<file path="src/sv/hfi_pkg.sv">
// Types, constants and coding functions shared by the FEC interleave encoder.
package hfi_pkg;

  localparam int unsigned BLOCK_BYTES = 12;
  localparam int unsigned BYTE_W      = 8;
  localparam int unsigned FILL_W      = 4;
  localparam int unsigned CFG_IDX_W   = 2;

  typedef logic [BYTE_W-1:0]                   byte_t;
  typedef logic [FILL_W-1:0]                   fill_t;
  typedef logic [CFG_IDX_W-1:0]                cfg_idx_t;
  typedef logic [BLOCK_BYTES-1:0][BYTE_W-1:0]  blk_t;

  // Configuration register indexes.
  localparam cfg_idx_t CFG_FLAG   = 2'd0;
  localparam cfg_idx_t CFG_RESET  = 2'd1;
  localparam cfg_idx_t CFG_ESCAPE = 2'd2;
  localparam cfg_idx_t CFG_ILV    = 2'd3;

  // Configuration reset values.
  localparam byte_t FLAG_RST   = 8'd126;
  localparam byte_t RESET_RST  = 8'd127;
  localparam byte_t ESCAPE_RST = 8'd27;
  localparam logic  ILV_RST    = 1'b1;

  localparam fill_t LAST_POS   = fill_t'(BLOCK_BYTES - 1);
  localparam fill_t BLOCK_CNT  = fill_t'(BLOCK_BYTES);

  // Block positions that hold data bytes; the others hold parity.
  localparam fill_t DATA_POS [8] = '{4'd0, 4'd1, 4'd3, 4'd4, 4'd6, 4'd7, 4'd9, 4'd10};

  typedef struct packed {
    byte_t data_byte;
    logic  frame_start;
  } in_beat_t;

  typedef struct packed {
    byte_t line_byte;
    logic  run_last;
  } out_beat_t;

  typedef struct packed {
    byte_t flag_value;
    byte_t reset_value;
    byte_t escape_value;
    logic  interleave_on;
  } cfg_t;

  // Four Hamming parity bits of one data byte.
  function automatic logic [3:0] nibble_parity(byte_t d);
    nibble_parity = {d[4] ^ d[5] ^ d[6] ^ d[7],
                     d[1] ^ d[2] ^ d[3] ^ d[7],
                     d[0] ^ d[2] ^ d[3] ^ d[5] ^ d[6],
                     d[0] ^ d[1] ^ d[3] ^ d[4] ^ d[6]};
  endfunction

  // Parity byte of a pair: first byte in the low nibble, second in the high.
  function automatic byte_t pair_parity(byte_t lo, byte_t hi);
    pair_parity = {nibble_parity(hi), nibble_parity(lo)};
  endfunction

  // Bit interleave of one block; pure wiring.
  function automatic blk_t interleave(blk_t b);
    blk_t r;
    r = '0;
    for (int n = 0; n < 8; n++) begin
      for (int m = 0; m < 8; m++) begin
        r[n][7-m] = b[DATA_POS[m]][7-n];
      end
    end
    for (int j = 0; j < 4; j++) begin
      for (int m = 0; m < 4; m++) begin
        r[8+j][7-2*m] = b[3*m+2][7-j];
        r[8+j][6-2*m] = b[3*m+2][3-j];
      end
    end
    interleave = r;
  endfunction

endpackage

</file>
<file path="src/sv/hfi_in_if.sv">
// Valid/ready channel that carries input data beats.
interface hfi_in_if;
  import hfi_pkg::*;

  logic     valid;
  logic     ready;
  in_beat_t payload;

  modport source (output valid, output payload, input ready);
  modport sink   (input valid, input payload, output ready);
endinterface

</file>
<file path="src/sv/hfi_out_if.sv">
// Valid/ready channel that carries line byte beats.
interface hfi_out_if;
  import hfi_pkg::*;

  logic      valid;
  logic      ready;
  out_beat_t payload;

  modport source (output valid, output payload, input ready);
  modport sink   (input valid, input payload, output ready);
endinterface

</file>
<file path="src/sv/hfi_fill.sv">
// Parity generation and block assembly; hands each finished block to the sender.
module hfi_fill (
  input  logic          clk_i,
  input  logic          rst_ni,
  hfi_in_if.sink        in_i,
  input  logic          interleave_on_i,
  output hfi_pkg::blk_t blk_o,
  output logic          blk_valid_o,
  input  logic          blk_take_i
);
  import hfi_pkg::*;

  blk_t  store_q, view, data_view, blk_src;
  blk_t  blk_q, blk_d;
  logic  blk_valid_q, blk_valid_d;
  fill_t fill_q, fill_d;
  logic  tog_q, tog_d;
  byte_t held_q, held_d;

  logic  accept;
  fill_t fill0, fill1, fill2;
  logic  tog0, data_done, par_done;
  byte_t d, par;

  // A finished block may only enter an empty or draining hand-off register.
  assign in_i.ready = !blk_valid_q || blk_take_i;
  assign accept     = in_i.valid && in_i.ready;
  assign d          = in_i.payload.data_byte;

  // Fill positions for the data byte and the optional parity byte.
  always_comb begin
    fill0     = in_i.payload.frame_start ? '0 : fill_q;
    tog0      = in_i.payload.frame_start ? 1'b0 : tog_q;
    data_done = (fill0 == LAST_POS);
    fill1     = data_done ? '0 : fill0 + fill_t'(1);
    par       = pair_parity(held_q, d);
    par_done  = tog0 && (fill1 == LAST_POS);
    if (tog0) begin
      fill2 = par_done ? '0 : fill1 + fill_t'(1);
    end else begin
      fill2 = fill1;
    end
  end

  // Block contents as they stand after this beat's writes, and after the data byte alone.
  always_comb begin
    for (int k = 0; k < BLOCK_BYTES; k++) begin
      if (fill0 == fill_t'(k)) begin
        data_view[k] = d;
      end else begin
        data_view[k] = store_q[k];
      end
      if (tog0 && (fill1 == fill_t'(k))) begin
        view[k] = par;
      end else begin
        view[k] = data_view[k];
      end
    end
  end

  // When the data byte closes the block, its parity byte belongs to the next block.
  assign blk_src = data_done ? data_view : view;

  // Next state of the control registers and the hand-off register.
  always_comb begin
    fill_d      = fill_q;
    tog_d       = tog_q;
    held_d      = held_q;
    blk_valid_d = blk_valid_q && !blk_take_i;
    blk_d       = blk_q;
    if (accept) begin
      fill_d = fill2;
      tog_d  = !tog0;
      held_d = d;
      if (data_done || par_done) begin
        blk_valid_d = 1'b1;
        blk_d       = interleave_on_i ? interleave(blk_src) : blk_src;
      end
    end
  end

  always_ff @(posedge clk_i or negedge rst_ni) begin
    if (!rst_ni) begin
      fill_q      <= '0;
      tog_q       <= 1'b0;
      held_q      <= '0;
      blk_valid_q <= 1'b0;
    end else begin
      fill_q      <= fill_d;
      tog_q       <= tog_d;
      held_q      <= held_d;
      blk_valid_q <= blk_valid_d;
    end
  end

  // Block storage and hand-off data need no reset.
  always_ff @(posedge clk_i) begin
    if (accept) begin
      store_q <= view;
    end
    blk_q <= blk_d;
  end

  assign blk_o       = blk_q;
  assign blk_valid_o = blk_valid_q;

`ifndef SYNTH
  a_fill_range: assert property (@(posedge clk_i) disable iff (!rst_ni)
    fill_q <= LAST_POS)
    else $error("block fill count out of range");

  a_no_overwrite: assert property (@(posedge clk_i) disable iff (!rst_ni)
    (blk_valid_q && !blk_take_i) |=> (blk_valid_q && $stable(blk_q)))
    else $error("pending block lost before the sender took it");

  a_take_pending: assert property (@(posedge clk_i) disable iff (!rst_ni)
    blk_take_i |-> blk_valid_q)
    else $error("sender took a block that was not there");
`endif

endmodule

</file>
<file path="src/sv/hfi_send.sv">
// Drains one block a byte at a time, inserting escape bytes, into the output register.
module hfi_send (
  input  logic          clk_i,
  input  logic          rst_ni,
  input  hfi_pkg::cfg_t cfg_i,
  input  hfi_pkg::blk_t blk_i,
  input  logic          blk_valid_i,
  output logic          blk_take_o,
  hfi_out_if.source     out_o
);
  import hfi_pkg::*;

  blk_t      sbuf_q, sbuf_d;
  fill_t     rem_q, rem_d;
  logic      esc_q, esc_d;
  logic      out_valid_q, out_valid_d;
  out_beat_t out_beat_q, out_beat_d;

  logic      advance, hit;
  byte_t     cur;

  assign advance    = !out_valid_q || out_o.ready;
  assign cur        = sbuf_q[0];
  assign hit        = (cur == cfg_i.flag_value) || (cur == cfg_i.reset_value) ||
                      (cur == cfg_i.escape_value);
  assign blk_take_o = (rem_q == '0) && blk_valid_i;

  // Load a new block when idle, otherwise emit one beat whenever the output frees.
  always_comb begin
    sbuf_d      = sbuf_q;
    rem_d       = rem_q;
    esc_d       = esc_q;
    out_valid_d = out_valid_q && !out_o.ready;
    out_beat_d  = out_beat_q;
    if (rem_q == '0) begin
      if (blk_valid_i) begin
        sbuf_d = blk_i;
        rem_d  = BLOCK_CNT;
      end
    end else if (advance) begin
      out_valid_d = 1'b1;
      if (hit && !esc_q) begin
        out_beat_d = '{line_byte: cfg_i.escape_value, run_last: 1'b0};
        esc_d      = 1'b1;
      end else begin
        out_beat_d = '{line_byte: cur, run_last: (rem_q == fill_t'(1))};
        esc_d      = 1'b0;
        sbuf_d     = {8'h00, sbuf_q[BLOCK_BYTES-1:1]};
        rem_d      = rem_q - fill_t'(1);
      end
    end
  end

  always_ff @(posedge clk_i or negedge rst_ni) begin
    if (!rst_ni) begin
      rem_q       <= '0;
      esc_q       <= 1'b0;
      out_valid_q <= 1'b0;
    end else begin
      rem_q       <= rem_d;
      esc_q       <= esc_d;
      out_valid_q <= out_valid_d;
    end
  end

  always_ff @(posedge clk_i) begin
    sbuf_q     <= sbuf_d;
    out_beat_q <= out_beat_d;
  end

  assign out_o.valid   = out_valid_q;
  assign out_o.payload = out_beat_q;

`ifndef SYNTH
  a_rem_range: assert property (@(posedge clk_i) disable iff (!rst_ni)
    rem_q <= BLOCK_CNT)
    else $error("sender byte count out of range");

  a_esc_in_block: assert property (@(posedge clk_i) disable iff (!rst_ni)
    esc_q |-> (rem_q != '0))
    else $error("escape pending with no block in flight");

  a_emit: assert property (@(posedge clk_i) disable iff (!rst_ni)
    (advance && (rem_q != '0)) |=> out_valid_q)
    else $error("sender advanced without producing a beat");
`endif

endmodule

</file>
<file path="src/sv/hamming_fec_interleave_encoder_top.sv">
// Top level of the Hamming(12,8) FEC encoder with block interleaver and byte escaping.
//
// Input beats are accepted one per cycle unless the input stalls. Every second byte
// adds a parity byte, and each 12-byte block (8 data, 4 parity) is moved into a hand-off
// register when it completes. The sender then loads it and drains it at one line byte
// per cycle through the output register while the line does not stall: 12 line bytes
// plus one escape byte for each byte that needs one. The single output byte register
// sets the line-side rate. The input stalls only while a finished block waits in the
// hand-off register behind one that is still draining. run_last marks the last byte of
// each block. Configuration must be written only while the block is idle; the block
// itself does not enforce it.
module hamming_fec_interleave_encoder_top (
  input  logic              clk_i,
  input  logic              rst_ni,
  input  logic              cfg_we_i,
  input  hfi_pkg::cfg_idx_t cfg_idx_i,
  input  hfi_pkg::byte_t    cfg_data_i,
  hfi_in_if.sink            in_i,
  hfi_out_if.source         out_o
);
  import hfi_pkg::*;

  cfg_t cfg_q, cfg_d;
  blk_t blk;
  logic blk_valid, blk_take;

  // Configuration register writes.
  always_comb begin
    cfg_d = cfg_q;
    if (cfg_we_i) begin
      case (cfg_idx_i)
        CFG_FLAG:   cfg_d.flag_value    = cfg_data_i;
        CFG_RESET:  cfg_d.reset_value   = cfg_data_i;
        CFG_ESCAPE: cfg_d.escape_value  = cfg_data_i;
        CFG_ILV:    cfg_d.interleave_on = cfg_data_i[0];
        default:    cfg_d = cfg_q;
      endcase
    end
  end

  always_ff @(posedge clk_i or negedge rst_ni) begin
    if (!rst_ni) begin
      cfg_q <= '{flag_value: FLAG_RST, reset_value: RESET_RST,
                 escape_value: ESCAPE_RST, interleave_on: ILV_RST};
    end else begin
      cfg_q <= cfg_d;
    end
  end

  hfi_fill u_fill (
    .clk_i           (clk_i),
    .rst_ni          (rst_ni),
    .in_i            (in_i),
    .interleave_on_i (cfg_q.interleave_on),
    .blk_o           (blk),
    .blk_valid_o     (blk_valid),
    .blk_take_i      (blk_take)
  );

  hfi_send u_send (
    .clk_i       (clk_i),
    .rst_ni      (rst_ni),
    .cfg_i       (cfg_q),
    .blk_i       (blk),
    .blk_valid_i (blk_valid),
    .blk_take_o  (blk_take),
    .out_o       (out_o)
  );

endmodule

</file>
<file path="src/flat_wrapper.sv">
// flat-port wrapper written by rule: the top's interface ports become plain ports
module hamming_fec_interleave_encoder_top_flat import hfi_pkg::*;
  (clk_i, rst_ni, cfg_we_i, cfg_idx_i, cfg_data_i, in_i_valid, in_i_payload, in_i_ready, out_o_valid, out_o_payload, out_o_ready);
  hfi_in_if in_i_i ();
  hfi_out_if out_o_i ();
  input  logic clk_i;
  input  logic rst_ni;
  input  logic cfg_we_i;
  input  hfi_pkg::cfg_idx_t cfg_idx_i;
  input  hfi_pkg::byte_t cfg_data_i;
  input wire logic [$bits(in_i_i.valid)-1:0] in_i_valid;
  input wire logic [$bits(in_i_i.payload)-1:0] in_i_payload;
  output wire logic [$bits(in_i_i.ready)-1:0] in_i_ready;
  output wire logic [$bits(out_o_i.valid)-1:0] out_o_valid;
  output wire logic [$bits(out_o_i.payload)-1:0] out_o_payload;
  input wire logic [$bits(out_o_i.ready)-1:0] out_o_ready;
  assign in_i_i.valid = in_i_valid;
  assign in_i_i.payload = in_i_payload;
  assign in_i_ready = in_i_i.ready;
  assign out_o_valid = out_o_i.valid;
  assign out_o_payload = out_o_i.payload;
  assign out_o_i.ready = out_o_ready;
  hamming_fec_interleave_encoder_top u_core (.clk_i(clk_i), .rst_ni(rst_ni), .cfg_we_i(cfg_we_i), .cfg_idx_i(cfg_idx_i), .cfg_data_i(cfg_data_i), .in_i(in_i_i), .out_o(out_o_i));
endmodule
</file>
<file path="config.mk">
export PLATFORM = sky130hd
export DESIGN_NAME = hamming_fec_interleave_encoder_top_flat
export DESIGN_NICKNAME = d
export VERILOG_FILES = /design/src/sv/hfi_pkg.sv /design/src/sv/hfi_in_if.sv /design/src/sv/hfi_out_if.sv /design/src/sv/hfi_fill.sv /design/src/sv/hfi_send.sv /design/src/sv/hamming_fec_interleave_encoder_top.sv /design/src/flat_wrapper.sv
export SDC_FILE = /design/constraint.sdc
export NUM_CORES = 1
export LEC_CHECK = 0
export ABC_CLOCK_PERIOD_IN_PS = 9250
export CAP_MARGIN = 20
export CELL_PAD_IN_SITES_DETAIL_PLACEMENT = 0
export CELL_PAD_IN_SITES_GLOBAL_PLACEMENT = 1
export CORE_MARGIN = 2
export CORE_UTILIZATION = 45
export CTS_BUF_LIST = sky130_fd_sc_hd__clkbuf_8 sky130_fd_sc_hd__clkbuf_16
export DETAILED_ROUTE_END_ITERATION = 6
export DONT_BUFFER_PORTS = 1
export GPL_TIMING_DRIVEN = 0
export PLACE_DENSITY = 0.7
export SYNTH_ARGS = -nofsm -noshare
export SYNTH_HDL_FRONTEND = slang
export SYNTH_SLANG_ARGS = --single-unit
export TNS_END_PERCENT = 50
</file>
<file path="constraint.sdc">
create_clock -name clk_i -period 9.25 [get_ports clk_i]
set_input_delay 0 -clock clk_i [delete_from_list [all_inputs] [get_ports clk_i]]
set_output_delay 0 -clock clk_i [all_outputs]
set_load 0.01 [all_outputs]
</file>
==> results by group, run 1 <==
Clocking
  • CTS tree: done
  • Inserted Clock Buffers: 39
  • Clk Latency, worst-skew pair: 0.56 ns
  • TritonCTS sink count: 342
  • Post-cts gate resize count: 0
  • Longest Clk Path Bufs: 3
  • Root Buffer: clkbuf_16
  • CTS H-tree depth: 2
  • Hold buffers post-CTS: 20
  • Setup bufs post-CTS: 0
  • Clk slew on worst S/H paths: 0.06 ns

Synthesis
  • Synthesized area per cell: 13.2 sq um
  • Post-synthesis net count: 1,285
  • EDFF count, synth: 297
  • Main combinational cell family by area after synthesis: multiplexers
  • Leading area contributor after synthesis: edfxtp_1
  • Xor and xnor fraction of the mapped netlist area: 0.0264
  • #FFs+latches synth: 342
  • Ys flop type: edfxtp_1
  • Post-synthesis compound-gate area fraction: 0.0147
  • Post-Synth Adder-Cell Area: 0.00680
  • Ys async rst share: 0.132
  • Seq/Total Area, Yosys: 0.608
  • Synth unique cells: 48
  • Synth Instances: 1,252
  • Simple-Gate Fraction of Synth Area: 0.103
  • Share of Yosys cell area claimed by the top area cell type: 0.539
  • Mux contribution to synthesized area: 0.222
  • Cell area after synthesis: 0.0166 sq mm
  • Synthesis Warnings: 0
  • Top post-synthesis cells by area: edfxtp_1 54%, mux2i_1 14%, mux2_2 8.3%

STA
  • Setup violators final: 0
  • Minimum clock period: 4.09 ns
  • Unrepaired setup endpoints after global routing: no
  • Post-route setup slack: 5.16 ns
  • Slew Viols, Final: 0
  • Final Hold Slack: 0.0450 ns
  • Slew margin rel.: 0.222
  • Final hold violation count: 0
  • Tcrit/Tclk final: 0.442
  • Final Skew: 0.0205 ns
  • Worst-margin pin slew: 1.16 ns
  • Max Freq: 245 MHz

Global routing
  • Number of global-route vias before repair: 10,091
  • Total GRT Usage: 0.237
  • First-pass GRT wire length: 66.4 mm
  • Initial antenna violation count: 0
  • Largest net degree at the start of global routing: 31
  • GRT Residual Overflow: 0

Floorplan
  • Die Area: 0.0383 sq mm
  • Core Area: 0.0364 sq mm
  • Ports: 35
  • Row cnt: 70
  • Initial Util: 0.454
  • Die width: 196 microns
  • Die H: 196 microns

Cells and area
  • Area growth from synthesis to layout: 13.8%
  • Share of cells above drive strength 1: 0.190
  • # diodes: 0
  • Commonest non-fill, non-tap cell in the layout: nand2_1
  • Layout Nets: 1,360
  • Most frequent cells in the layout: 318 x nand2_1, 297 x edfxtp_1, 225 x mux2i_1
  • Fill count: 3,127

Critical path
  • Worst r2r path cells: 12
  • Worst endpoint required time: 9.50 ns
  • Critical path class: reg -> reg
  • Crit path launch type: flip-flop
  • CP Data Arrival Time: 4.34 ns
  • CP max FO: 25
  • Endpoint class of the critical path: flip-flop

Place
  • DP HPWL: 30.9 mm
  • Placer Congestion: 0.856
  • Place WS: 5.21 ns
  • Buffers on Ports: 0

Drt
  • DRT iter0 DRCs: 911
  • Met3 WL: 2.49 mm
  • DR top layer: met4
  • WL final: 44.3 mm
  • DR DRC count: 0
  • Routed vias/inst: 5.47
  • 1st-pass router iterations: 5
  • Vias: 9,971
  • Met1 WL: 20.3 mm
  • Routed wl met2: 19.8 mm
  • Routed length per placed instance: 24.3 microns
  • Antenna Nets Post-Route: 0

Power
  • Pwr Total: 5.55 mW
  • Pwr dens: 295 mW/mm^2
  • IR drop worst, VDD: 143 uV
  • Static leakage: 7.51 nW

Hold path
  • Worst Hold Class: in -> reg
  • Hold depth: 3

Job
  • Max-Cap Viols: 0

Status
  • Status: complete, no violations
[area by class of cell]
cell class                      count  area, sq um  area share
Tap cell                          468          586      0.0311
Timing Repair Buffer               34          470      0.0250
Inverter                            8         30.0     0.00159
Clock buffer                       42         1030      0.0546
Clock inverter                     27          170     0.00903
Sequential cell                   342        10100       0.534
Buffer                             72          300      0.0159
Multi-Input combinational cell    830         6190       0.328
[routing by layer]
| metal | up-vias | global-route usage |
|---|---|---|
| li1 | 4661 | - |
| met1 | 4922 | 0.338 |
| met2 | 310 | 0.361 |
| met3 | 78 | 0.0418 |
| met4 | 0 | 0.0999 |
| met5 | - | 0 |
[per-stage QoR]
step | std cells | area (sq um) | util | setup TNS (ns)
floorplan | 1252 | 16600 | - | 0
global placement | 1720 | 17100 | 0.471 | -432.70
detailed placement | 1734 | 17400 | 0.478 | 0
CTS | 1823 | 18800 | 0.517 | 0
global route | 1823 | 18800 | 0.517 | 0
finish | 1823 | 18800 | 0.517 | 0
[Yosys cell counts (2+ instances only)]
cell type  instances
nor4_1             6
or3_1              3
o22a_1             2
nor2b_1            2
nor3_1             2
and3_1             8
xor2_1            30
mux2_1             4
nand3b_1           3
buf_2             17
clkbuf_2           6
o21ai_0            5
clkbuf_1          47
nor2_8             4
and2_1            10
nand3_1            8
nand3_2            6
nand2_1          318
nor2_2             4
mux2i_1          225
nor3b_1            2
a21boi_0           2
a21oi_1            9
nand2_2            2
o211ai_1           5
buf_1              2
dfstp_2           18
dfrtp_1           27
ha_1               9
edfxtp_1         297
xnor2_1           20
nor2_1             5
mux2_2           122
inv_1              8
[state kept, by name, summed over array words and instances (netlist names), 8 cells and up]
| name | flops |
|---|---|
| u_core.cfg_q | 25 |
| u_core.u_fill.blk_o | 96 |
| u_core.u_fill.held_q | 8 |
| u_core.u_fill.store_q | 96 |
| u_core.u_send.cur | 8 |
| u_core.u_send.out_o.payload | 9 |
| u_core.u_send.sbuf_q | 88 |
[final timing paths]
check / startpoint / endpoint / slack, ns
min reg2reg: u_core.u_send.rem_q[2]$_DFFE_PN0P_ / u_core.u_send.rem_q[2]$_DFFE_PN0P_ / 0.50
min: in_i_payload[3] / u_core.u_fill.held_q[2]$_DFFE_PN0P_ / 0.04
min in group asynchronous: rst_ni / u_core.cfg_q[0]$_DFFE_PN1P_ / 0.11
max in group asynchronous: rst_ni / u_core.u_send.rem_q[0]$_DFFE_PN0P_ / 8.95
max: u_core.u_fill.fill_q[0]$_DFFE_PN0P_ / u_core.u_fill.blk_o[25]$_DFFE_PP_ / 5.16
max reg2reg: u_core.u_fill.fill_q[0]$_DFFE_PN0P_ / u_core.u_fill.blk_o[25]$_DFFE_PP_ / 5.16
[critical path: stages, from the launching register on]
cell and delay (ns):
dfrtp_1 0.46, or2b_1 0.26, inv_1 0.14, ha_1 0.20, buf_2 0.18, inv_1 0.22, nand3_1 0.10, a21oi_1 0.46
nand2_2 0.23, buf_2 0.29, a21oi_4 0.70, buf_12 0.29, buf_16 0.21
[where the power goes]
| part | switching [mW] | total (mW) | internal [mW] | leakage [nW] |
|---|---|---|---|---|
| registers | 0.163 | 2.41 | 2.25 | 3.35 |
| clock network | 0.634 | 1.46 | 0.830 | 0.614 |
| logic | 1.07 | 1.68 | 0.601 | 3.55 |
| total | 1.87 | 5.55 | 3.68 | 7.51 |
[cell families after synthesis]
group	after synthesis
compound gates	32
xor+xnor	50
fa+ha+maj	9
buf+inv	80
flops	342
mux	351
simple gates	388
(Power assumes the default switching activity.)
==> run 2: changes to the inputs <==
- ABC_CLOCK_PERIOD_IN_PS: 9250 -> 4300
- clock period: 9.25 -> 4.3 ns (I/O delays scaled with it)
==> run 2 against run 1 <==
Sequential cell count unchanged. Power increased by 110%. Clock power increased by 110%. Global-route usage decreased by 0.17 points. Register-to-register slack got worse by 4.8 ns. Sequential power increased by 120%. Routed wire length increased by 0.22%. Final cell count increased by 0.11%. Final area unchanged. First-iteration DRC count decreased by 9.1%. Fmax increased by 3.8%. Utilization unchanged. Critical path type unchanged. Critical endpoint is now u_core.u_fill.blk_o[10]$_DFFE_PP_.
==> results by group, run 2 (synthesis results as in run 1) <==
Clocking
  • Clk slew on worst S/H paths: 0.06 ns
  • Inserted Clock Buffers: 39
  • Setup bufs post-CTS: 0
  • TritonCTS sink count: 342
  • Longest Clk Path Bufs: 3
  • CTS H-tree depth: 2
  • Post-cts gate resize count: 0
  • Root Buffer: clkbuf_16
  • Clk Latency, worst-skew pair: 0.56 ns
  • CTS tree: done

Place
  • Placer Congestion: 0.872
  • DP HPWL: 30.9 mm
  • Placed cell area: 0.0174 sq mm
  • Buffers on Ports: 0
  • Post-Place Cells: 1,732
  • Place WS: 0.261 ns

Global routing
  • Total GRT Usage: 0.236
  • First-pass GRT wire length: 66.3 mm
  • Largest net degree at the start of global routing: 38
  • Initial antenna violation count: 1
  • GRT Residual Overflow: 0
  • Number of global-route vias before repair: 10,150

Critical path
  • Crit path from: u_core.u_fill.fill_q[0]$_DFFE_PN0P_
  • Reg-to-reg startpoint: u_core.u_fill.fill_q[0]$_DFFE_PN0P_
  • Critical path class: reg -> reg
  • Worst endpoint required time: 4.55 ns
  • CP Data Arrival Time: 4.19 ns
  • Crit path launch type: flip-flop
  • CP max FO: 25
  • Endpoint class of the critical path: flip-flop

Cells and area
  • Layout Nets: 1,361
  • Share of cells above drive strength 1: 0.188
  • Multi-input logic area: 0.00619 sq mm
  • Fill count: 3,118
  • Post-route cell area: 0.0188 sq mm
  • Seq. cell area: 0.0101 sq mm
  • Final core occ: 0.517
  • Area growth from synthesis to layout: 13.8%
  • # diodes: 0
  • Final std cells w/o fill: 1,825
  • Most frequent cells in the layout: 318 x nand2_1, 297 x edfxtp_1, 225 x mux2i_1
  • Commonest non-fill, non-tap cell in the layout: nand2_1

Drt
  • 1st-pass router iterations: 5
  • Vias: 10,000
  • WL final: 44.4 mm
  • DRT iter0 DRCs: 828
  • Routed length per placed instance: 24.3 microns
  • Routed vias/inst: 5.48
  • Antenna Nets Post-Route: 0
  • DR DRC count: 0

Floorplan
  • Row cnt: 70
  • Ports: 35
  • Die H: 196 microns
  • Die width: 196 microns
  • Core Area: 0.0364 sq mm
  • Die Area: 0.0383 sq mm
  • Initial Util: 0.454

STA
  • Post-route setup slack: 0.360 ns
  • Slew Viols, Final: 0
  • Final hold violation count: 0
  • Unrepaired setup endpoints after global routing: no
  • Tcrit/Tclk final: 0.916
  • Minimum clock period: 3.94 ns
  • Final Hold Slack: 0.0329 ns
  • Slew margin rel.: 0.298
  • Max Freq: 254 MHz
  • Post-route setup TNS: 0 ns
  • Worst-margin pin slew: 1.05 ns
  • Setup violators final: 0
  • Final Skew: 0.0238 ns

Hold path
  • Worst Hold Class: in -> reg
  • Min-Delay Startpoint: cfg_we_i

Status
  • Status: complete, no violations

Power
  • Pwr Total: 11.9 mW
  • Pwr dens: 632 mW/mm^2
  • Static leakage: 7.52 nW
  • IR drop worst, VDD: 366 uV

Job
  • Max-Cap Viols: 0
-- run 2: cell count changes in the layout (fill, tap and decap cells not counted), moves of 2 or more --
| cell | previous run | this run |
|---|---|---|
| clkinv_1 | 4 | 8 |
| buf_12 | 9 | 6 |
| clkinvlp_4 | 4 | 1 |
| buf_16 | 3 | 5 |
| clkbuf_16 | 40 | 42 |
| clkbuf_8 | 2 | 0 |
-- run 2: worst max-delay path, stage by stage, from the launching register on --
cell     delay (ns)
dfrtp_1        0.45
or2b_1         0.26
inv_1          0.14
ha_1           0.20
buf_2          0.18
inv_1          0.22
nand3_1        0.10
a21oi_1        0.45
nand2_2        0.24
buf_2          0.32
a21oi_4        0.57
buf_12         0.27
buf_16         0.20
-- run 2: worst paths after layout --
kind | end | slack, ns | cells after the start
min reg2reg | u_core.u_send.rem_q[3]$_DFFE_PN0P_ | 0.49 | 1
max in group asynchronous | u_core.u_fill.fill_q[0]$_DFFE_PN0P_ | 3.97 | 3
max | u_core.u_fill.blk_o[10]$_DFFE_PP_ | 0.36 | 12
min | u_core.cfg_q[9]$_DFFE_PN1P_ | 0.03 | 2
min in group asynchronous | u_core.cfg_q[0]$_DFFE_PN1P_ | 0.12 | 2
max reg2reg | u_core.u_fill.blk_o[10]$_DFFE_PP_ | 0.36 | 12
-- run 2: power by group --
part | switching [mW] | internal [mW]
Combinational | 2.30 | 1.31
Sequential | 0.353 | 4.84
Clock | 1.34 | 1.76
-- run 2: routing by layer --
metal / GRT usage / vias up / share of wire
met5: 0 / - / 0
met4: 0.0701 / 0 / 0.031
met3: 0.0504 / 65 / 0.062
met2: 0.374 / 270 / 0.46
met1: 0.328 / 5012 / 0.45
li1: - / 4653 / -
-- run 2: what timing repair did --
| action | in CTS | in global routing |
|---|---|---|
| hold buffers | 20 | 0 |
| setup endpoints to repair | 0 | 9 |
| hold endpoints to repair | 87 | 0 |
-- run 2: cell type report --
class                      instances  area share
inverter                           8     0.00159
sequential                       342       0.534
clock buffer                      42      0.0558
buffer                            72      0.0159
clock inverter                    28     0.00724
timing repair buffer              34      0.0251
tap                              468      0.0311
multi-input combinational        831       0.329
